[src/hdl/sic_pkg.sv]
// Shared types and constants for the segment intersection classifier.
// Holds operand index maps, the product schedule and the result encoding.
// No dependencies.
package sic_pkg;

  // Width of every numeric result field.
  localparam int OUT_BITS = 51;

  // Order of the eight input coordinates on the packed point bus.
  localparam int NUM_COORDS = 8;
  localparam int COORD_AX = 0;
  localparam int COORD_AY = 1;
  localparam int COORD_BX = 2;
  localparam int COORD_BY = 3;
  localparam int COORD_CX = 4;
  localparam int COORD_CY = 5;
  localparam int COORD_DX = 6;
  localparam int COORD_DY = 7;

  // Coordinate differences formed in the first stage.
  localparam int NUM_DIFFS = 10;
  localparam int DIFF_BA_X = 0;
  localparam int DIFF_BA_Y = 1;
  localparam int DIFF_DC_X = 2;
  localparam int DIFF_DC_Y = 3;
  localparam int DIFF_CA_X = 4;
  localparam int DIFF_CA_Y = 5;
  localparam int DIFF_DA_X = 6;
  localparam int DIFF_DA_Y = 7;
  localparam int DIFF_BC_X = 8;
  localparam int DIFF_BC_Y = 9;

  // Cross products. Each area is product 2k minus product 2k+1.
  localparam int NUM_AREAS = 6;
  localparam int NUM_PRODS = 2 * NUM_AREAS;
  localparam int AREA_DEN  = 0;  // (D-C) x (B-A)
  localparam int AREA_SNUM = 1;  // -(C-A) x (D-A)
  localparam int AREA_TNUM = 2;  // (B-A) x (C-A)
  localparam int AREA_ABD  = 3;  // (B-A) x (D-A)
  localparam int AREA_CDA  = 4;  // (D-C) x (A-C)
  localparam int AREA_CDB  = 5;  // (D-C) x (B-C)

  localparam int PROD_LHS [NUM_PRODS] = '{
    DIFF_DC_X, DIFF_DC_Y,
    DIFF_CA_Y, DIFF_CA_X,
    DIFF_BA_X, DIFF_BA_Y,
    DIFF_BA_X, DIFF_BA_Y,
    DIFF_DC_Y, DIFF_DC_X,
    DIFF_DC_X, DIFF_DC_Y
  };
  localparam int PROD_RHS [NUM_PRODS] = '{
    DIFF_BA_Y, DIFF_BA_X,
    DIFF_DA_X, DIFF_DA_Y,
    DIFF_CA_Y, DIFF_CA_X,
    DIFF_DA_Y, DIFF_DA_X,
    DIFF_CA_X, DIFF_CA_Y,
    DIFF_BC_Y, DIFF_BC_X
  };

  // Span checks of the collinear path: does a point fall in the other
  // segment's coordinate range.
  typedef struct packed {
    logic c_in_ab;
    logic d_in_ab;
    logic a_in_cd;
    logic b_in_cd;
  } span_flags_t;

  typedef enum logic [1:0] {
    MEET_NONE    = 2'd0,
    MEET_CROSS   = 2'd1,
    MEET_TOUCH   = 2'd2,
    MEET_OVERLAP = 2'd3
  } meet_kind_e;

endpackage

[src/hdl/sic_area_stage.sv]
// Third pipeline stage: each cross product from its pair of products.
// Depends on sic_pkg.
module sic_area_stage #(
  parameter int COORD_BITS = 24
) (
  input  logic                                                 clk_i,
  input  logic                                                 rst_ni,
  input  logic                                                 valid_i,
  output logic                                                 ready_o,
  input  logic [sic_pkg::NUM_PRODS-1:0][2*COORD_BITS+1:0]      prod_i,
  input  sic_pkg::span_flags_t                                 span_i,
  output logic                                                 valid_o,
  input  logic                                                 ready_i,
  output logic [sic_pkg::NUM_AREAS-1:0][2*COORD_BITS+2:0]      area_o,
  output sic_pkg::span_flags_t                                 span_o
);

  localparam int ProdBits = 2 * COORD_BITS + 2;
  localparam int AreaBits = ProdBits + 1;

  logic                                            valid_q;
  logic [sic_pkg::NUM_AREAS-1:0][AreaBits-1:0]     area_d, area_q;
  sic_pkg::span_flags_t                            span_q;

  for (genvar k = 0; k < sic_pkg::NUM_AREAS; k++) begin : g_sub
    logic signed [ProdBits-1:0] pos, neg;
    logic signed [AreaBits-1:0] diff;
    assign pos = $signed(prod_i[2*k]);
    assign neg = $signed(prod_i[2*k+1]);
    assign diff = pos - neg;
    assign area_d[k] = diff;
  end

  assign ready_o = !valid_q || ready_i;

  always_ff @(posedge clk_i or negedge rst_ni) begin
    if (!rst_ni) begin
      valid_q <= 1'b0;
    end else if (ready_o) begin
      valid_q <= valid_i;
    end
  end

  always_ff @(posedge clk_i) begin
    if (valid_i && ready_o) begin
      area_q <= area_d;
      span_q <= span_i;
    end
  end

  assign valid_o = valid_q;
  assign area_o  = area_q;
  assign span_o  = span_q;

endmodule

[config.mk]
export PLATFORM = sky130hd
export DESIGN_NAME = sic_area_stage
export DESIGN_NICKNAME = d
export VERILOG_FILES = /design/src/hdl/sic_pkg.sv /design/src/hdl/sic_area_stage.sv
export SDC_FILE = /design/constraint.sdc
export NUM_CORES = 1
export LEC_CHECK = 0
export ABC_AREA = 1
export BUFFER_PORTS_ARGS = -buffer_cell sky130_fd_sc_hd__buf_2
export CAP_MARGIN = 30
export CORE_AREA = 10 10 354 356
export DETAILED_ROUTE_END_ITERATION = 12
export DIE_AREA = 0 0 364 366
export GPL_ROUTABILITY_DRIVEN = 0
export GPL_TIMING_DRIVEN = 1
export HOLD_SLACK_MARGIN = 0.03
export SYNTH_ARGS = -nofsm -noshare
export SYNTH_HDL_FRONTEND = slang
export SYNTH_SLANG_ARGS = --single-unit
[constraint.sdc]
create_clock -name clk_i -period 15.1 [get_ports clk_i]
set_clock_uncertainty 0.05 [all_clocks]
set_input_delay 3.02 -clock clk_i [delete_from_list [all_inputs] [get_ports clk_i]]
set_output_delay 3.02 -clock clk_i [all_outputs]
set_load 0.05 [all_outputs]
**Word-level counts from Yosys, hierarchy flattened**

Index checks and enable logic that the tools add are counted.

- Latch bits: 0
- ROM bits: 0
- Memories: 0
- Output and inout port bits: 312
- Memory bits (writable): 0
- Register bits: 311
- Input bits: 608

- Shifts and indexed selects: 0
- Equality and inequality tests: 0
- Add/subtract/negate cells: 6
- Multipliers: 0
- Reductions and logical operators: 3
- Bitwise gates (word level): 0
- Mux-type cells: 0
- Div/mod/pow operators: 0
- Magnitude comparators: 0

Operators by type and width:

| kind | number |
|---|---|
| subtractor 50 x 50 -> 51 bit | 6 |
| logical AND 1 bit | 1 |
| logical NOT 1 bit | 1 |
| logical OR 1 bit | 1 |

**Logic depth before layout (Yosys ltp)**

- Depth after elaboration: 3
- Depth in mapped cells: 14
- Gate-level depth less buffers: 14

**Worst setup path before layout**

No wires, ideal clock.

- Path type: input port to flip-flop
- From: input valid_i
- To: register area_q (netlist bit area_o[0]), enable pin
- Stages: 2
- Required time: 13,967 ps
- Arrival time: 17,917 ps
- Path buffers: 0
- Path slack: -3,949 ps
- Setup time: 1,083 ps
- Cell sequence: inv_1 a21oi_1

- Cells in the longest elaborated chain, start to end: 1

RTL lines:

| item | RTL line | text |
|---|---|---|
| start: declaration | sic_area_stage.sv:8 | `input logic valid_i,` |
| logical AND 1 bit | sic_area_stage.sv:45 | `if (valid_i && ready_o) begin` |
| end signal: assignment | sic_area_stage.sv:46 | `area_q <= area_d;` |
| end: declaration | sic_area_stage.sv:22 | `logic [sic_pkg::NUM_AREAS-1:0][AreaBits-1:0] area_d, area_q;` |

No other way between the ends.
A chain may end at the register's enable or synchronous reset.

**Final worst setup path**

- From: input ready_i
- To: output ready_o

- Cells in the longest elaborated chain, start to end: 1

RTL lines:

| item | RTL line | text |
|---|---|---|
| start: declaration | sic_area_stage.sv:13 | `input logic ready_i,` |
| logical OR 1 bit | sic_area_stage.sv:34 | `assign ready_o = !valid_q \|\| ready_i;` |
| end: declaration | sic_area_stage.sv:9 | `output logic ready_o,` |

No other way between the ends.

==> metrics.md <==
| Metric | Value |
|---|---|
| Met1 GRT Util | 0.2717 |
| Cell mode on critical path | buf_2 |
| Die area | 133200 µm² |
| Global-route met2 utilization | 0.3825 |
| PD cells | 87.97 nW/µm² |
| Worst min path class | reg2reg |
| Proportion of layout cells with a drive suffix above 1 | 0.1699 |
| Seq cells post-synth | 311 |
| EDFF count, synth | 310 |
| Crit start category | primary input |
| Antenna Violating Nets Remaining | 0 |
| Worst path bufs/invs | 3 |
| Pre-CTS setup slack | 8512 ps |
| CTS Buffer Depth | 3 |
| Main synth FF type | edfxtp_1 |
| Root buf cell | clkbuf_16 |
| Post-CTS sizing | 0 |
| Max incr delay on CP | 220 ps |
| Worst Path Arrival | 3520 ps |
| Hold depth | 2 |
| Mapped Cells | 6009 |
| Final Hold Vio Count | 0 |
| Via Count | 40320 |
| Min Hold Slack | 545.7 ps |
| Cell area after synthesis | 36450 µm² |
| Post-synth ARST share | 0.003215 |
| FF-to-FF End | area_o[261] |
| Clk_lat worst skew | 600 ps |
| Syn. warnings | 0 |
| Critical path fanouts, max | 2 |
| Slew headroom | 0.3914 |
| CP cell instances | buf_2, inv_1, nand2_1, buf_2 |
| Worst-path clk slew | 50 ps |
| Syn_nets | 6923 |
| Pin count of the biggest net entering global routing | 118 |
| Syn avg cell area | 6.065 µm² |
| Depth of the most critical reg-to-reg path | 4 |
| Die span in y | 366 µm |
| HP Start | valid_o |
| DP Wirelength | 138300 µm |
| GR Layer Usage met3 | 0.05144 |
| Worst Path Required | 12030 ps |
| DRT iter0 DRCs | 3163 |
| Critical Path Sink Type | primary output |
| DRC | 0 |
| Final setup viols | 0 |
| Total track usage | 0.2234 |
| Slowest-stage cell, CP | buf_2 |
| RSZ-0062 raised after global routing | false |
| Reg area | 9334 µm² |
| Core Area | 117800 µm² |
| Outcome | complete, no violations |
| CTS Hold Bufs | 0 |
| PnR worst setup slack | 8510 ps |
| Max_cap viols | 0 |
| Via density per instance | 4.715 |
| Fin Setup TNS | 0 ps |
| First-pass GRT wire length | 230200 µm |
| GR Overflow Total | 0 |
| GRT busiest layer | met2 |
| Worst vdd ir | 83.34 µV |
| Post-CTS setup buffers | 0 |
| Ports | 920 |
| Clock Sinks | 311 |
| WL per Instance | 18.41 µm |
| Worst-Margin Slew | 912.8 ps |
| Num CTS Buffers | 43 |
| Final net count | 7892 |
| Number of filler cells placed in the layout | 12920 |
| Max Freq | 151.7 MHz |
| Final Cycle Share | 0.4364 |
| Total Wirelength | 157500 µm |
| Number of global-route vias before repair | 38540 |
| Leak | 26.21 nW |
| Flop2flop setup slack | 12240 ps |
| CP delay by family, top | buffers and inverters |
| H-tree depth | 2 |
| Sequential fraction of the synthesis area | 0.2561 |
| Synth-to-Final Area Change | 22.23% |
| Hold Crit Endpoint | valid_o |
| CTS tree | done |
| Crit path time final | 6590 ps |
| First-pass iteration count of the detailed router | 6 |
| Path type of the worst setup path | in2out |
| Area of the multi-input gates | 21430 µm² |
| Initial antenna violation count | 21 |
| Number of cell rows | 126 |
| FF-to-FF Start | valid_o |
| Starting density of the core | 0.3095 |
| Die width | 364 µm |
| Netlist cell types | 29 |
| I/O Buffers | 919 |
| Final slew viol count | 0 |
==> how the worst max path moves through the flow <==
stage	slack [ps]	to	startpoint	cells past startpoint
after global placement	8480	ready_o	ready_i	4
after global routing	8480	ready_o	ready_i	4
final	8510	ready_o	ready_i	4
after CTS	8510	ready_o	ready_i	4
after floorplan	2460	area_o[0]	ready_i	2
after detailed placement	8510	ready_o	ready_i	4
==> cell usage in the layout (no fill, tap or decap), types with 20 or more instances in the layout <==
cell,instances
nor2_2,75
ha_1,300
nand3b_1,42
xor2_1,170
nor3_2,20
nand2_1,2300
a21boi_0,21
buf_2,919
nand2_2,53
o21bai_1,48
nand3_1,276
clkbuf_16,45
inv_1,1497
nor2_1,438
and2_1,33
nor3_1,46
nand4_1,63
edfxtp_1,310
a21oi_1,195
==> sequential cells by signal, indices dropped and copies added (netlist names) <==
name,count
area_o,306
span_o,4
valid_o,1
==> cell type report <==
type / count / share of cell area
Timing Repair Buffer: 924 / 0.1048
Antenna cell: 4 / 0.0002247
Tap cell: 1536 / 0.04314
Clock buffer: 54 / 0.02603
Multi-Input combinational cell: 4182 / 0.4811
Sequential cell: 311 / 0.2095
Inverter: 1516 / 0.1277
Clock inverter: 25 / 0.007442
==> metal layers <==
| metal | routed length (µm) | part of all wire |
|---|---|---|
| met4 | 6200 | 0.039 |
| met5 | 158 | 0.0010 |
| met1 | 63910 | 0.41 |
| met3 | 13980 | 0.089 |
| met2 | 73220 | 0.46 |
==> per-stage QoR <==
step	total power, mW	std cells	instance area (µm²)	utilization
floorplan	2.259	6009	36450	-
detailed placement	2.805	8469	43050	0.3656
global route	4.132	8549	44540	0.3782
global placement	2.801	8468	43020	0.3653
finish	3.919	8552	44550	0.3783
CTS	3.944	8548	44540	0.3782
==> where the power goes <==
part	switching [mW]	internal, mW
registers	0.0381	1.10
clock network	0.435	0.680
logic	1.21	0.463
total	1.68	2.24
==> worst min-delay path, stage by stage, from the launching register on <==
cell     delay [ps]
dfrtp_1         410
nand2_1          90
nand2_1          60
==> cells in the mapped netlist, types with 19 or more instances <==
| cell | number | area, µm² |
|---|---|---|
| o21bai_1 | 48 | 360.4 |
| nand2_1 | 2300 | 8633 |
| nand3b_1 | 42 | 315.3 |
| ha_1 | 300 | 3754 |
| nand4_1 | 63 | 394.1 |
| inv_2 | 19 | 71.32 |
| nor2_1 | 438 | 1644 |
| edfxtp_1 | 310 | 9309 |
| nor3_2 | 20 | 200.2 |
| xor2_1 | 170 | 1489 |
| and2_1 | 33 | 206.5 |
| nand2_2 | 53 | 331.6 |
| nor2_2 | 75 | 469.2 |
| nand3_1 | 276 | 1381 |
| nor3_1 | 46 | 230.2 |
| a21oi_1 | 196 | 980.9 |
| a21boi_0 | 21 | 157.7 |
| inv_1 | 1497 | 5619 |
==> cell families after synthesis <==
logic type	after synthesis	synth area share
AO/OA/AOI/OAI	294	0.04538
AND/OR/NAND/NOR	3400	0.3924
adder cells (fa/ha/maj)	306	0.1063
XOR/XNOR	182	0.04374
flip-flops	311	0.2561
buffers and inverters	1516	0.1561
No activity file was read; power rests on OpenSTA's default activity.
