`config.mk`:
```
export PLATFORM = sky130hd
export DESIGN_NAME = sic_diff_stage
export DESIGN_NICKNAME = d
export VERILOG_FILES = /design/src/hdl/sic_pkg.sv /design/src/hdl/sic_diff_stage.sv
export SDC_FILE = /design/constraint.sdc
export NUM_CORES = 1
export LEC_CHECK = 0
export BUFFER_PORTS_ARGS = -buffer_cell sky130_fd_sc_hd__buf_2
export CAP_MARGIN = 20
export CORE_MARGIN = 10
export CORE_UTILIZATION = 55
export CTS_BUF_LIST = sky130_fd_sc_hd__clkbuf_4
export DETAILED_ROUTE_END_ITERATION = 8
export GPL_ROUTABILITY_DRIVEN = 0
export PLACE_DENSITY = 0.91
export SLEW_MARGIN = 20
export SYNTH_ARGS = -nofsm -noshare
export SYNTH_HDL_FRONTEND = slang
export SYNTH_SLANG_ARGS = --single-unit
```
`constraint.sdc`:
```
create_clock -name clk_i -period 7.55 [get_ports clk_i]
set_input_delay 0.755 -clock clk_i [delete_from_list [all_inputs] [get_ports clk_i]]
set_output_delay 0.755 -clock clk_i [all_outputs]
set_load 0.05 [all_outputs]
```
`src/hdl/sic_pkg.sv`:
```
// Shared types and constants for the segment intersection classifier.
// Holds operand index maps, the product schedule and the result encoding.
// No dependencies.
package sic_pkg;

  // Width of every numeric result field.
  localparam int OUT_BITS = 51;

  // Order of the eight input coordinates on the packed point bus.
  localparam int NUM_COORDS = 8;
  localparam int COORD_AX = 0;
  localparam int COORD_AY = 1;
  localparam int COORD_BX = 2;
  localparam int COORD_BY = 3;
  localparam int COORD_CX = 4;
  localparam int COORD_CY = 5;
  localparam int COORD_DX = 6;
  localparam int COORD_DY = 7;

  // Coordinate differences formed in the first stage.
  localparam int NUM_DIFFS = 10;
  localparam int DIFF_BA_X = 0;
  localparam int DIFF_BA_Y = 1;
  localparam int DIFF_DC_X = 2;
  localparam int DIFF_DC_Y = 3;
  localparam int DIFF_CA_X = 4;
  localparam int DIFF_CA_Y = 5;
  localparam int DIFF_DA_X = 6;
  localparam int DIFF_DA_Y = 7;
  localparam int DIFF_BC_X = 8;
  localparam int DIFF_BC_Y = 9;

  // Cross products. Each area is product 2k minus product 2k+1.
  localparam int NUM_AREAS = 6;
  localparam int NUM_PRODS = 2 * NUM_AREAS;
  localparam int AREA_DEN  = 0;  // (D-C) x (B-A)
  localparam int AREA_SNUM = 1;  // -(C-A) x (D-A)
  localparam int AREA_TNUM = 2;  // (B-A) x (C-A)
  localparam int AREA_ABD  = 3;  // (B-A) x (D-A)
  localparam int AREA_CDA  = 4;  // (D-C) x (A-C)
  localparam int AREA_CDB  = 5;  // (D-C) x (B-C)

  localparam int PROD_LHS [NUM_PRODS] = '{
    DIFF_DC_X, DIFF_DC_Y,
    DIFF_CA_Y, DIFF_CA_X,
    DIFF_BA_X, DIFF_BA_Y,
    DIFF_BA_X, DIFF_BA_Y,
    DIFF_DC_Y, DIFF_DC_X,
    DIFF_DC_X, DIFF_DC_Y
  };
  localparam int PROD_RHS [NUM_PRODS] = '{
    DIFF_BA_Y, DIFF_BA_X,
    DIFF_DA_X, DIFF_DA_Y,
    DIFF_CA_Y, DIFF_CA_X,
    DIFF_DA_Y, DIFF_DA_X,
    DIFF_CA_X, DIFF_CA_Y,
    DIFF_BC_Y, DIFF_BC_X
  };

  // Span checks of the collinear path: does a point fall in the other
  // segment's coordinate range.
  typedef struct packed {
    logic c_in_ab;
    logic d_in_ab;
    logic a_in_cd;
    logic b_in_cd;
  } span_flags_t;

  typedef enum logic [1:0] {
    MEET_NONE    = 2'd0,
    MEET_CROSS   = 2'd1,
    MEET_TOUCH   = 2'd2,
    MEET_OVERLAP = 2'd3
  } meet_kind_e;

endpackage

```
`src/hdl/sic_diff_stage.sv`:
```
// First pipeline stage: coordinate differences and collinear span checks.
// Depends on sic_pkg.
module sic_diff_stage #(
  parameter int COORD_BITS = 24
) (
  input  logic                                                 clk_i,
  input  logic                                                 rst_ni,
  input  logic                                                 valid_i,
  output logic                                                 ready_o,
  input  logic [sic_pkg::NUM_COORDS-1:0][COORD_BITS-1:0]       coord_i,
  output logic                                                 valid_o,
  input  logic                                                 ready_i,
  output logic [sic_pkg::NUM_DIFFS-1:0][COORD_BITS:0]          diff_o,
  output sic_pkg::span_flags_t                                 span_o
);

  localparam int DiffBits = COORD_BITS + 1;

  logic                                            valid_q;
  logic [sic_pkg::NUM_DIFFS-1:0][DiffBits-1:0]     diff_d, diff_q;
  sic_pkg::span_flags_t                            span_d, span_q;

  // Range part of the between test: x range unless the segment is vertical.
  function automatic logic in_span(input logic signed [COORD_BITS-1:0] px,
                                   input logic signed [COORD_BITS-1:0] py,
                                   input logic signed [COORD_BITS-1:0] qx,
                                   input logic signed [COORD_BITS-1:0] qy,
                                   input logic signed [COORD_BITS-1:0] rx,
                                   input logic signed [COORD_BITS-1:0] ry);
    logic hit;
    if (px != qx) begin
      hit = (px <= rx && rx <= qx) || (px >= rx && rx >= qx);
    end else begin
      hit = (py <= ry && ry <= qy) || (py >= ry && ry >= qy);
    end
    return hit;
  endfunction

  function automatic logic [DiffBits-1:0] sub(input logic [COORD_BITS-1:0] q,
                                              input logic [COORD_BITS-1:0] p);
    logic signed [DiffBits-1:0] r;
    r = DiffBits'($signed(q)) - DiffBits'($signed(p));
    return r;
  endfunction

  always_comb begin
    diff_d[sic_pkg::DIFF_BA_X] = sub(coord_i[sic_pkg::COORD_BX], coord_i[sic_pkg::COORD_AX]);
    diff_d[sic_pkg::DIFF_BA_Y] = sub(coord_i[sic_pkg::COORD_BY], coord_i[sic_pkg::COORD_AY]);
    diff_d[sic_pkg::DIFF_DC_X] = sub(coord_i[sic_pkg::COORD_DX], coord_i[sic_pkg::COORD_CX]);
    diff_d[sic_pkg::DIFF_DC_Y] = sub(coord_i[sic_pkg::COORD_DY], coord_i[sic_pkg::COORD_CY]);
    diff_d[sic_pkg::DIFF_CA_X] = sub(coord_i[sic_pkg::COORD_CX], coord_i[sic_pkg::COORD_AX]);
    diff_d[sic_pkg::DIFF_CA_Y] = sub(coord_i[sic_pkg::COORD_CY], coord_i[sic_pkg::COORD_AY]);
    diff_d[sic_pkg::DIFF_DA_X] = sub(coord_i[sic_pkg::COORD_DX], coord_i[sic_pkg::COORD_AX]);
    diff_d[sic_pkg::DIFF_DA_Y] = sub(coord_i[sic_pkg::COORD_DY], coord_i[sic_pkg::COORD_AY]);
    diff_d[sic_pkg::DIFF_BC_X] = sub(coord_i[sic_pkg::COORD_BX], coord_i[sic_pkg::COORD_CX]);
    diff_d[sic_pkg::DIFF_BC_Y] = sub(coord_i[sic_pkg::COORD_BY], coord_i[sic_pkg::COORD_CY]);

    span_d.c_in_ab = in_span(coord_i[sic_pkg::COORD_AX], coord_i[sic_pkg::COORD_AY],
                             coord_i[sic_pkg::COORD_BX], coord_i[sic_pkg::COORD_BY],
                             coord_i[sic_pkg::COORD_CX], coord_i[sic_pkg::COORD_CY]);
    span_d.d_in_ab = in_span(coord_i[sic_pkg::COORD_AX], coord_i[sic_pkg::COORD_AY],
                             coord_i[sic_pkg::COORD_BX], coord_i[sic_pkg::COORD_BY],
                             coord_i[sic_pkg::COORD_DX], coord_i[sic_pkg::COORD_DY]);
    span_d.a_in_cd = in_span(coord_i[sic_pkg::COORD_CX], coord_i[sic_pkg::COORD_CY],
                             coord_i[sic_pkg::COORD_DX], coord_i[sic_pkg::COORD_DY],
                             coord_i[sic_pkg::COORD_AX], coord_i[sic_pkg::COORD_AY]);
    span_d.b_in_cd = in_span(coord_i[sic_pkg::COORD_CX], coord_i[sic_pkg::COORD_CY],
                             coord_i[sic_pkg::COORD_DX], coord_i[sic_pkg::COORD_DY],
                             coord_i[sic_pkg::COORD_BX], coord_i[sic_pkg::COORD_BY]);
  end

  assign ready_o = !valid_q || ready_i;

  always_ff @(posedge clk_i or negedge rst_ni) begin
    if (!rst_ni) begin
      valid_q <= 1'b0;
    end else if (ready_o) begin
      valid_q <= valid_i;
    end
  end

  always_ff @(posedge clk_i) begin
    if (valid_i && ready_o) begin
      diff_q <= diff_d;
      span_q <= span_d;
    end
  end

  assign valid_o = valid_q;
  assign diff_o  = diff_q;
  assign span_o  = span_q;

endmodule

```
== Word level (Yosys, flattened, before mapping) ==
Cells that the tools add are included.
Cells by class
  add/sub/neg operators: 10
  order comparisons: 24
  equality and inequality tests: 2
  multiplexer cells: 4
  reductions and logical operators: 27
Operators with widths (count)
  greater-or-equal comparator 24 bit: 12
  less-or-equal comparator 24 bit: 12
  subtractor 24 x 24 -> 25 bit: 10
  != test 24 bit: 2
  logical AND 1 bit: 17
  logical OR 1 bit: 9
  two-way mux 1 bit: 4
  zero test 1 bit: 1
Storage, ports and cells
  flip-flop bits (word level): 255
  input bits: 196
  output and inout bits: 256
  logic and storage cells: 82

== Longest topological paths before layout ==
  depth after elaboration: 4
  gate-level depth with buffers: 12
  mapped depth without buffers: 12

== Least setup slack after synthesis ==
OpenSTA, ideal clock, no wires.
  kind: input to register
  from: in ready_i
  to: reg diff_q (netlist bit diff_o[0]) (enable)
  setup time: 646 ps
  arrival: 7048 ps
  data required time: 6904 ps
  setup slack: -144 ps
  stages: 2
  buffers on the path: 0
  cell sequence: nand2b_1 -> and2_1
Between the ends
  longest elaborated chain between the ends: 2
Ends and longest elaborated chain
  from (decl): line sic_diff_stage.sv:12  | input logic ready_i,
  logical OR 1 bit: line sic_diff_stage.sv:72  | assign ready_o = !valid_q || ready_i;
  logical AND 1 bit: line sic_diff_stage.sv:83  | if (valid_i && ready_o) begin
  to (signal assigned): line sic_diff_stage.sv:84  | diff_q <= diff_d;
  to (decl): line sic_diff_stage.sv:20  | logic [sic_pkg::NUM_DIFFS-1:0][DiffBits-1:0] diff_d, diff_q;
No other way between the ends.
A chain may end at the register's enable or synchronous reset.

==> metrics.cfg <==
[sta]
hold_viol=0
fin_skew_ns=0.03530
period_share=0.4451
rsz0062_at_grt=no
report.final.slew_viol_count=0
final.setup.tns_ns=0
period_needed_ns=3.360
relSlewSlack=0.3210
setup_violations=0
max_freq_ghz=0.2976
tightest_slew_ns=1.018

[clocking]
cts_setup_buffers=0
cts_root_buf=clkbuf_4
numCtsBuffers=69
cts_resized=0
cts.sinks=255
cts_tree=done
cts-htree-levels=3
clk_pin_slew_ns=0.07
cts_max_path_buffers=3
cts_hold_buffers=1
worstSkewPairLatency_ns=0.79

[synth]
synth_top_cell_area_share=0.3652
synth.top_cells.by_area=edfxtp_1 (37%), ha_1 (17%), xnor2_1 (5.7%), a21oi_1 (4.2%), inv_1 (3.6%)
synth_ff_type=edfxtp_1
syn_inst=2159
ys_types=72
synth_seq_area_share=0.3664
synth.avg_cell_area_um2=9.675
syn-num-nets=2653
async_flop_share=0.003922
synth_edf_count=254
ys_ff_latch=255
synth_top_area_cell=edfxtp_1
synth_area_um2=20890
yosys_warnings=0

[grt]
grt_max_degree=148
grt_pass1_wl_mm=114.0
antenna_found_initial=6
grt.total_usage=0.3147
first_global_vias=20250
globalRouteOverflowTotal=0

[power_and_ir_drop]
p_leak_nw=11.43
p_sw_mw=2.137
power_frac_comb=0.407
vdd_ir_drop_max_mv=0.1403
p_total_mw=5.161
intPower_mw=3.024
powerDensity_nw_per_um2=209.8
pwr-share-clk=0.233
seqPwrFrac=0.360
swShare=0.4140

[drt]
dr_total_vias=20120
wl_per_cell_um=23.56
route.detailed.drc=0
vias_per_cell=6.217
ant_nets=0
totalWireLength_mm=76.24
first_iter_violations=2164
firstDrtPassIters=8

[finish]
multi_input_area_um2=12450
area_growth_pct=17.78
nFillCells=2768
drive_above_1_share=0.2108
final_common_cell=buf_2
seqCellArea_um2=7652
final_cell_mix=buf_2 (451), ha_1 (288), edfxtp_1 (254)
fin_nets=3171

[worst_hold_path]
hold_path.class=in2reg

[place]
dp_hpwl_mm=61.40
io_buffers=451

[floorplanning]
coreArea_um2=37580
die_height_um=214.9
dieArea_um2=46170
start_util=0.5559
row_count=71
die_w_um=214.9
io_pins=452

[setup_path]
path_class=in2reg
critPathLaunchType=input port
path_max_fanout=4
cp_data_arrival_time_ns=3.88
required_ns=8.07
critPathCaptureType=flip-flop

[job]
maxCapViolations=0

[outcome]
status=finished, final reports clean

[critical path, cell delays in order]
cell	delay, ns
buf_2	0.15
inv_1	0.12
ha_1	0.32
nand2_1	0.05
o21ai_0	0.33
a41oi_1	0.31
a211oi_1	0.40
a2111oi_0	0.13
nor3_1	0.69
a211oi_1	0.26
o2bb2ai_1	0.22
xnor2_1	0.14
[routing by layer]
layer  vias up  global-route usage  part of all wire
li1       9071                   -                 -
met1      9299              0.3418              0.34
met2      1462              0.5480              0.49
met3       287             0.07739              0.12
met4         0              0.1862             0.058
met5         -                   0                 0
[through the flow]
stage / setup slack, ns / hold slack (ns) / instance area (um2) / util / std cells
after detailed placement: 3.546 / 0.5317 / 23790 / 0.6330 / 3116
after global placement: 3.605 / 0.5006 / 23790 / 0.6330 / 3116
after CTS: 4.355 / 0.1628 / 24580 / 0.6542 / 3229
after global routing: 4.079 / 0.1845 / 24590 / 0.6545 / 3233
after floorplan: 2.662 / 0.4594 / 20890 / - / 2159
final: 4.190 / 0.2152 / 24600 / 0.6547 / 3236
[synth_stat cells (4+ instances only)]
cell,instances
nor3_1,40
edfxtp_1,254
inv_1,203
clkbuf_1,7
or2_2,6
a221oi_1,4
a31oi_1,19
xnor2_1,137
and2_1,8
o31ai_1,14
fa_1,10
o31a_1,11
nand3b_1,4
or4_1,5
o21bai_1,16
a41oi_1,5
a211o_1,7
o211ai_1,12
o2111ai_1,5
o41ai_2,5
a2111oi_0,5
o21a_1,45
nand3_1,39
nand2b_1,49
nor4_1,9
o221ai_1,4
nand2_1,126
o21ai_0,126
nor2b_1,44
a21boi_0,12
ha_1,288
nor2_1,162
or3_1,9
xor2_1,65
a31o_2,6
a21o_1,79
and3_1,21
a21oi_1,177
a211oi_1,23
nand4_1,42
a311oi_1,5
[power by group through the flow]
stage               Combinational (mW)  Sequential [mW]  Clock, mW
detailed placement                2.04             1.88          0
global route                      2.22             1.87       1.29
finish                            2.10             1.86       1.20
floorplan                        0.949             2.41          0
CTS                               2.06             1.86       1.22
global placement                  1.97             1.88          0
[sequential cells by signal, summed over array words and instances (netlist names)]
| register | flops |
|---|---|
| valid_o | 1 |
| span_o | 4 |
| diff_o | 250 |
[cell families after synthesis]
logic type | after synthesis | share of synthesized area
compound gates | 615 | 0.1921
mux | 4 | 0.001977
buf+inv | 210 | 0.03774
xor+xnor | 202 | 0.08470
simple gates | 575 | 0.1350
fa+ha+maj | 298 | 0.1821
flops | 255 | 0.3664
[final timing paths]
path	slack, ns	cells past startpoint	to	startpoint
max in group asynchronous	7.17	2	valid_o	rst_ni
min in group asynchronous	0.29	2	valid_o	rst_ni
hold reg to reg	0.57	2	valid_o	valid_o
setup / recovery	4.19	12	diff_o[73]	coord_i[97]
setup reg to reg	5.33	3	diff_o[41]	valid_o
hold / removal	0.22	2	valid_o	valid_i
[cell type report]
cell class | instances | area share
Multi-Input combinational cell | 1694 | 0.5061
Sequential cell | 255 | 0.3110
Timing Repair Buffer | 454 | 0.09327
Inverter | 203 | 0.03097
Clock buffer | 89 | 0.02716
Tap cell | 511 | 0.02599
Clock inverter | 23 | 0.004781
Antenna cell | 7 | 0.0007120
Power figures use the tool's default switching activity.
