$ cat src/hdl/sic_pkg.sv
// Shared types and constants for the segment intersection classifier.
// Holds operand index maps, the product schedule and the result encoding.
// No dependencies.
package sic_pkg;

  // Width of every numeric result field.
  localparam int OUT_BITS = 51;

  // Order of the eight input coordinates on the packed point bus.
  localparam int NUM_COORDS = 8;
  localparam int COORD_AX = 0;
  localparam int COORD_AY = 1;
  localparam int COORD_BX = 2;
  localparam int COORD_BY = 3;
  localparam int COORD_CX = 4;
  localparam int COORD_CY = 5;
  localparam int COORD_DX = 6;
  localparam int COORD_DY = 7;

  // Coordinate differences formed in the first stage.
  localparam int NUM_DIFFS = 10;
  localparam int DIFF_BA_X = 0;
  localparam int DIFF_BA_Y = 1;
  localparam int DIFF_DC_X = 2;
  localparam int DIFF_DC_Y = 3;
  localparam int DIFF_CA_X = 4;
  localparam int DIFF_CA_Y = 5;
  localparam int DIFF_DA_X = 6;
  localparam int DIFF_DA_Y = 7;
  localparam int DIFF_BC_X = 8;
  localparam int DIFF_BC_Y = 9;

  // Cross products. Each area is product 2k minus product 2k+1.
  localparam int NUM_AREAS = 6;
  localparam int NUM_PRODS = 2 * NUM_AREAS;
  localparam int AREA_DEN  = 0;  // (D-C) x (B-A)
  localparam int AREA_SNUM = 1;  // -(C-A) x (D-A)
  localparam int AREA_TNUM = 2;  // (B-A) x (C-A)
  localparam int AREA_ABD  = 3;  // (B-A) x (D-A)
  localparam int AREA_CDA  = 4;  // (D-C) x (A-C)
  localparam int AREA_CDB  = 5;  // (D-C) x (B-C)

  localparam int PROD_LHS [NUM_PRODS] = '{
    DIFF_DC_X, DIFF_DC_Y,
    DIFF_CA_Y, DIFF_CA_X,
    DIFF_BA_X, DIFF_BA_Y,
    DIFF_BA_X, DIFF_BA_Y,
    DIFF_DC_Y, DIFF_DC_X,
    DIFF_DC_X, DIFF_DC_Y
  };
  localparam int PROD_RHS [NUM_PRODS] = '{
    DIFF_BA_Y, DIFF_BA_X,
    DIFF_DA_X, DIFF_DA_Y,
    DIFF_CA_Y, DIFF_CA_X,
    DIFF_DA_Y, DIFF_DA_X,
    DIFF_CA_X, DIFF_CA_Y,
    DIFF_BC_Y, DIFF_BC_X
  };

  // Span checks of the collinear path: does a point fall in the other
  // segment's coordinate range.
  typedef struct packed {
    logic c_in_ab;
    logic d_in_ab;
    logic a_in_cd;
    logic b_in_cd;
  } span_flags_t;

  typedef enum logic [1:0] {
    MEET_NONE    = 2'd0,
    MEET_CROSS   = 2'd1,
    MEET_TOUCH   = 2'd2,
    MEET_OVERLAP = 2'd3
  } meet_kind_e;

endpackage

$ cat src/hdl/sic_classify_stage.sv
// Last pipeline stage: classifies the meeting and drives the output register.
// Depends on sic_pkg.
module sic_classify_stage #(
  parameter int COORD_BITS = 24
) (
  input  logic                                                 clk_i,
  input  logic                                                 rst_ni,
  input  logic                                                 valid_i,
  output logic                                                 ready_o,
  input  logic [sic_pkg::NUM_AREAS-1:0][2*COORD_BITS+2:0]      area_i,
  input  sic_pkg::span_flags_t                                 span_i,
  output logic                                                 valid_o,
  input  logic                                                 ready_i,
  output sic_pkg::meet_kind_e                                  kind_o,
  output logic signed [sic_pkg::OUT_BITS-1:0]                  s_num_o,
  output logic signed [sic_pkg::OUT_BITS-1:0]                  t_num_o,
  output logic signed [sic_pkg::OUT_BITS-1:0]                  den_o
);

  localparam int AreaBits = 2 * COORD_BITS + 3;
  localparam int OutBits  = sic_pkg::OUT_BITS;

  logic signed [AreaBits-1:0] den, snum, tnum, abd, cda, cdb;
  logic                       c_ab, d_ab, a_cd, b_cd, overlap;
  logic                       s_out, t_out, at_end;

  logic                       valid_q;
  sic_pkg::meet_kind_e        kind_d, kind_q;
  logic signed [OutBits-1:0]  s_d, t_d, den_d, s_q, t_q, den_q;

  assign den  = $signed(area_i[sic_pkg::AREA_DEN]);
  assign snum = $signed(area_i[sic_pkg::AREA_SNUM]);
  assign tnum = $signed(area_i[sic_pkg::AREA_TNUM]);
  assign abd  = $signed(area_i[sic_pkg::AREA_ABD]);
  assign cda  = $signed(area_i[sic_pkg::AREA_CDA]);
  assign cdb  = $signed(area_i[sic_pkg::AREA_CDB]);

  // Collinear overlap needs any two endpoints on the other segment.
  assign c_ab = (tnum == '0) && span_i.c_in_ab;
  assign d_ab = (abd  == '0) && span_i.d_in_ab;
  assign a_cd = (cda  == '0) && span_i.a_in_cd;
  assign b_cd = (cdb  == '0) && span_i.b_in_cd;
  assign overlap = (c_ab && d_ab) || (a_cd && b_cd) || (c_ab && b_cd) ||
                   (c_ab && a_cd) || (d_ab && b_cd) || (d_ab && a_cd);

  assign s_out  = (snum > 0 && snum > den) || (snum < 0 && snum < den);
  assign t_out  = (tnum > 0 && tnum > den) || (tnum < 0 && tnum < den);
  assign at_end = (snum == '0) || (snum == den) || (tnum == '0) || (tnum == den);

  always_comb begin
    kind_d = sic_pkg::MEET_NONE;
    s_d    = '0;
    t_d    = '0;
    den_d  = '0;
    priority if (den == '0) begin
      if (tnum == '0 && overlap) begin
        kind_d = sic_pkg::MEET_OVERLAP;
      end
    end else if (s_out || t_out) begin
      kind_d = sic_pkg::MEET_NONE;
    end else begin
      kind_d = at_end ? sic_pkg::MEET_TOUCH : sic_pkg::MEET_CROSS;
      s_d    = OutBits'(snum);
      t_d    = OutBits'(tnum);
      den_d  = OutBits'(den);
    end
  end

  assign ready_o = !valid_q || ready_i;

  always_ff @(posedge clk_i or negedge rst_ni) begin
    if (!rst_ni) begin
      valid_q <= 1'b0;
    end else if (ready_o) begin
      valid_q <= valid_i;
    end
  end

  always_ff @(posedge clk_i) begin
    if (valid_i && ready_o) begin
      kind_q <= kind_d;
      s_q    <= s_d;
      t_q    <= t_d;
      den_q  <= den_d;
    end
  end

  assign valid_o = valid_q;
  assign kind_o  = kind_q;
  assign s_num_o = s_q;
  assign t_num_o = t_q;
  assign den_o   = den_q;

endmodule
$ cat config.mk
export PLATFORM = sky130hd
export DESIGN_NAME = sic_classify_stage
export DESIGN_NICKNAME = d
export VERILOG_FILES = /design/src/hdl/sic_pkg.sv /design/src/hdl/sic_classify_stage.sv
export SDC_FILE = /design/constraint.sdc
export NUM_CORES = 1
export LEC_CHECK = 0
export ABC_CLOCK_PERIOD_IN_PS = 5200
export BUFFER_PORTS_ARGS = -buffer_cell sky130_fd_sc_hd__buf_2
export CAP_MARGIN = 10
export CORE_AREA = 2 2 184 186
export CTS_CLUSTER_SIZE = 40
export DETAILED_ROUTE_END_ITERATION = 7
export DIE_AREA = 0 0 186 188
export HOLD_SLACK_MARGIN = 0.03
export SYNTH_ARGS = -nofsm -noshare
export SYNTH_HDL_FRONTEND = slang
export SYNTH_SLANG_ARGS = --single-unit
$ cat constraint.sdc
create_clock -name clk_i -period 5.2 [get_ports clk_i]
set_clock_uncertainty 0.05 [all_clocks]
set_input_delay 0.78 -clock clk_i [delete_from_list [all_inputs] [get_ports clk_i]]
set_output_delay 0.78 -clock clk_i [all_outputs]
set_load 0.05 [all_outputs]
== After elaboration in Yosys (flattened, before gate mapping) ==
Index checks and enable logic that the tools add are counted.

* Flip-flop bits (word level): 156
* Logic and storage cells: 55
* Input port bits: 314

* $lt $le $gt $ge: 8
* Reductions and logical operators: 36
* Multiplexer cells: 4
* Eq/ne operators: 2

{| class="wikitable"
|+ Operator list
! operator !! number
|-
| logical NOT 51 bit || 6
|-
| == test 51 bit || 2
|-
| greater-than comparator 51 x 1 -> 1 bit (second input constant) || 2
|-
| greater-than comparator 51 bit || 2
|-
| < comparator 51 x 1 -> 1 bit (second input constant) || 2
|-
| < comparator 51 bit || 2
|-
| logical AND 1 bit || 16
|-
| logical OR 1 bit || 12
|-
| 2-to-1 mux 2 bit || 4
|-
| OR reduction 2 bit || 1
|-
| logical NOT 1 bit || 1
|}

== Logic depth before layout (Yosys ltp) ==
* Word-level depth: 11
* Depth in mapped cells: 13
* Gate-level depth less buffers: 10

== Worst setup path after synthesis ==
Ideal clock, no wire load.

* Path kind: input to register
* From: input ready_i
* To: register den_q[0], in the netlist den_o[0], enable pin
* Arrival: 4.863 ns
* Path buffers: 0
* Data required time: 4.617 ns
* Cell stages on the path: 2
* Slack: -0.245 ns
* Path through: nand2b_1 -> and2_1

* Cells in the longest elaborated chain, start to end: 2

{| class="wikitable"
|+ RTL lines
! what !! RTL line !! text
|-
| start: declaration || sic_classify_stage.sv:13 || <nowiki>input logic ready_i,</nowiki>
|-
| logical OR 1 bit || sic_classify_stage.sv:69 || <nowiki>assign ready_o = !valid_q || ready_i;</nowiki>
|-
| logical AND 1 bit || sic_classify_stage.sv:80 || <nowiki>if (valid_i && ready_o) begin</nowiki>
|-
| end signal: assignment || sic_classify_stage.sv:84 || <nowiki>den_q <= den_d;</nowiki>
|-
| end: declaration || sic_classify_stage.sv:29 || <nowiki>logic signed [OutBits-1:0] s_d, t_d, den_d, s_q, t_q, den_q;</nowiki>
|}

Every way passes these cells.
A chain may end at the register's enable or synchronous reset.

== Final worst setup path ==
* From: input area_i[49] in the netlist's numbering
* To: register den_q[11], in the netlist den_o[11] (data pin)

* Cells in the longest elaborated chain, start to end: 5

{| class="wikitable"
|+ RTL lines
! what !! RTL line !! text
|-
| start: declaration || sic_classify_stage.sv:10 || <nowiki>input logic [sic_pkg::NUM_AREAS-1:0][2*COORD_BITS+2:0] area_i,</nowiki>
|-
| greater-than comparator 51 bit, or another cell as far along || sic_classify_stage.sv:46 || <nowiki>assign s_out = (snum > 0 && snum > den) || (snum < 0 && snum < den);</nowiki>
|-
| logical AND 1 bit (on tied branches) || sic_classify_stage.sv:46, sic_classify_stage.sv:47 ||
|-
| logical OR 1 bit (on tied branches) || sic_classify_stage.sv:46, sic_classify_stage.sv:47 ||
|-
| logical OR 1 bit || sic_classify_stage.sv:59 || <nowiki>end else if (s_out || t_out) begin</nowiki>
|-
| OR reduction 2 bit (no source line) * || n/a ||
|}

Every way passes the cells marked *; elsewhere a longest branch is shown, timed or not.

==> reports/qor.yml <==
regToRegSetupSlack_ps: 3360
rr_worst_depth: 3
outcome: "complete, no violations"
cp_max_fo: 87
first_pass_iters: 5
finalSetupViolations: 0
tns_ps: 0
dp_slack_ps: 423
netSwitchingFraction_pct: 36.1
drive_gt1_share_pct: 42.1
crit_path_end_kind: "register"
critical_path_class: "input pin to register"
final_cells: 1817
power_w: 0.00399
wl_met1_um: 14000
die_x_um: 186
max_cap_viol_count: 0
syn-instance-count: 888
cts_tree: "done"
cts_setup_buffers: 0
critPathSlowestCell: "mux2_8"
dpl.cell_count: 1779
core_area_sq_mm: 0.0331
wire_per_inst_um: 22.0
finalCritPeriodShare_pct: 80.6
p_per_area_mw_per_mm2: 307
fmax_mhz: 238
vdd_drop_max_mv: 0.196
grt_max_degree: 156
yosysUniqueCellTypes: 45
layout.nets: 1766
synthTopCellsByArea: "edfxtp_1 49%, ha_1 13%, nor3_2 6.4%, inv_1 6.2%, nor3_1 5.2%"
io_pins: 471
wl_met2_um: 21800
drv_slew: 0
timing.final.crit_period_ps: 4190
async_flop_share_pct: 0.641
clkTransAtPathRegs_ps: 60
p_sw_w: 0.00144
crit_path_start_kind: "input pin"
worstPathRequired_ps: 5320
critPathTopFamily: "simple AND/OR/NAND/NOR gates"
clockBufferDepth: 2
syn_avg_cell_area_sq_um: 10.8
cts_made_buffers: 17
wl_um: 39900
finalWorstSetupSlack_ps: 1010
rsz0062_at_grt: "false"
viasPerCell: 4.92
worst-path-buf-inv: 3
ys_warn_count: 0
cts_hold_buf: 0
cp.depth: 12
rows: 67
syn_area_sq_mm: 0.00956
post_cts_resized: 0
fp.dieH_um: 188
overflow: 0
crit_arrival_ps: 4310
antenna_found_initial: 11
path_cells: "buf_2, inv_1, ha_1, and4_1, nand4_1, or4_1, nor3_2, o41ai_1, o211ai_1, mux2_8, buf_12, nor3_1"
combinationalPowerShare_pct: 28.9
synth_seq_cells: 156
ys_seq_area_share_pct: 48.9
dieArea_sq_mm: 0.0350
post-synth-top-area-cell: "edfxtp_1"
start_util_pct: 28.9
postRouteAntennaNets: 0
p_leak_nw: 6.01
drc: 0
internal-power_w: 0.00255
worst_pin_slew_ps: 912
grt_pass1_wl_um: 56000
fin_util_pct: 39.3
clk_latency_ps: 430
grt_pass1_vias: 9100
pwr-share-seq_pct: 38.6
slowest_delay_ps: 700
final_hold_viol_count: 0
yosysTopAreaCellShare_pct: 48.7
htree_levels: 4
synthFlopType: "edfxtp_1"
pwr-share-clk_pct: 32.5
first_iter_violations: 514
grt_use_total_pct: 22.4
gp_congestion: 0.951
clock_sinks: 156
synthToLayoutAreaGrowth_pct: 36.0
synth_edf_count: 155
reg2reg_from: "valid_o"
numPortBuffers: 470
slew_headroom_pct: 39.2
hold_path.class: "input pin to asynchronous set/reset pin"
r2r-end: "den_o[36]"
cts_root_buffer: "clkbuf_16"
dpl.hpwl_um: 32400
num_vias: 8935
synth_nets: 1304
top_layer_used: "met5"
dr_wl_met3_um: 2150
[sequential cells by signal, summed over array words and instances, names as in the netlist]
name / flops
den_o: 51
s_num_o: 51
t_num_o: 51
kind_o: 2
valid_o: 1
[cells in the mapped netlist, types with 2 or more instances]
cell        n
buf_6       8
edfxtp_1  155
nand4_1    29
nor2_1      8
nand2b_1    3
a221oi_1    8
nor3_1    100
and2_1      2
nand3_1    15
a211oi_1    3
a21oi_1    37
nor3_2     61
and4_1     10
o21ai_0    18
or4_1       2
nor4_1     78
a21o_1      5
xnor2_1     2
nor2b_1     2
nor4b_1     3
inv_1     157
o41ai_1     2
buf_2      26
ha_1      102
nand2_1    31
o31ai_1     2
[final cells by class]
type / count / area (sq um)
Tap cell: 448 / 561
Antenna cell: 6 / 15.0
Sequential cell: 156 / 4680
Timing Repair Buffer: 477 / 2470
Fill cell: 3312 / 20100
Multi-Input combinational cell: 541 / 4100
Inverter: 157 / 589
Clock buffer: 17 / 425
Clock inverter: 15 / 165
[cells in the final DEF (no fill, tap or decap), types with 3 or more instances in the layout]
cell type   instances
ha_1              102
nor2_1              8
clkinv_4            3
nand2_1            31
edfxtp_1          155
nand2b_1            3
and4_1             10
a221oi_1            8
inv_1             157
a211oi_1            3
a21oi_1            37
diode_2             6
clkinvlp_4          3
a21o_1              5
nand3_1            15
o21ai_0            18
nor4b_1             3
nor3_1            100
buf_2             470
inv_6               3
nand4_1            29
nor3_2             61
buf_12              5
clkbuf_16          17
nor4_1             78
[metrics by stage]
stage | hold WS [ps] | cell area [sq um]
after CTS | 33.5 | 13000
after global placement | 459 | 12400
after floorplan | 434 | 9560
after global routing | 43.0 | 13000
after detailed placement | 493 | 12400
final | 61.4 | 13000
[worst max-delay path by stage]
stage | from | end | slack, ps
global route | area_i[49] | s_num_o[12] | 780
CTS | area_i[49] | s_num_o[13] | 890
global placement | area_i[49] | den_o[15] | 490
floorplan | ready_i | den_o[0] | 1450
finish | area_i[49] | den_o[11] | 1010
detailed placement | area_i[49] | s_num_o[6] | 420
[power groups by stage]
stage,logic (W),clock network (W),registers [W]
floorplan,0.000425,0,0.00190
global placement,0.00114,0,0.00157
detailed placement,0.00116,0,0.00157
CTS,0.00116,0.00132,0.00154
global route,0.00124,0.00136,0.00155
finish,0.00115,0.00130,0.00154
[cells by family (layout without fill, tap and decap cells)]
group,Yosys count,in the layout,synth area share (%)
flip-flops,156,156,48.9
AO/OA/AOI/OAI,85,85,5.55
XOR/XNOR,2,2,0.183
AND/OR/NAND/NOR,350,350,23.3
adder cells (fa/ha/maj),103,103,13.5
other,0,6,0
buffers and inverters,191,666,8.47
multiplexers,1,1,0.118
[metal layers]
| metal | up-vias | global-route usage (%) |
|---|---|---|
| li1 | 4247 | - |
| met1 | 4215 | 22.8 |
| met2 | 388 | 43.3 |
| met3 | 79 | 3.53 |
| met4 | 6 | 11.6 |
| met5 | - | 0 |
Note: power is estimated with default switching activity, not from simulation.
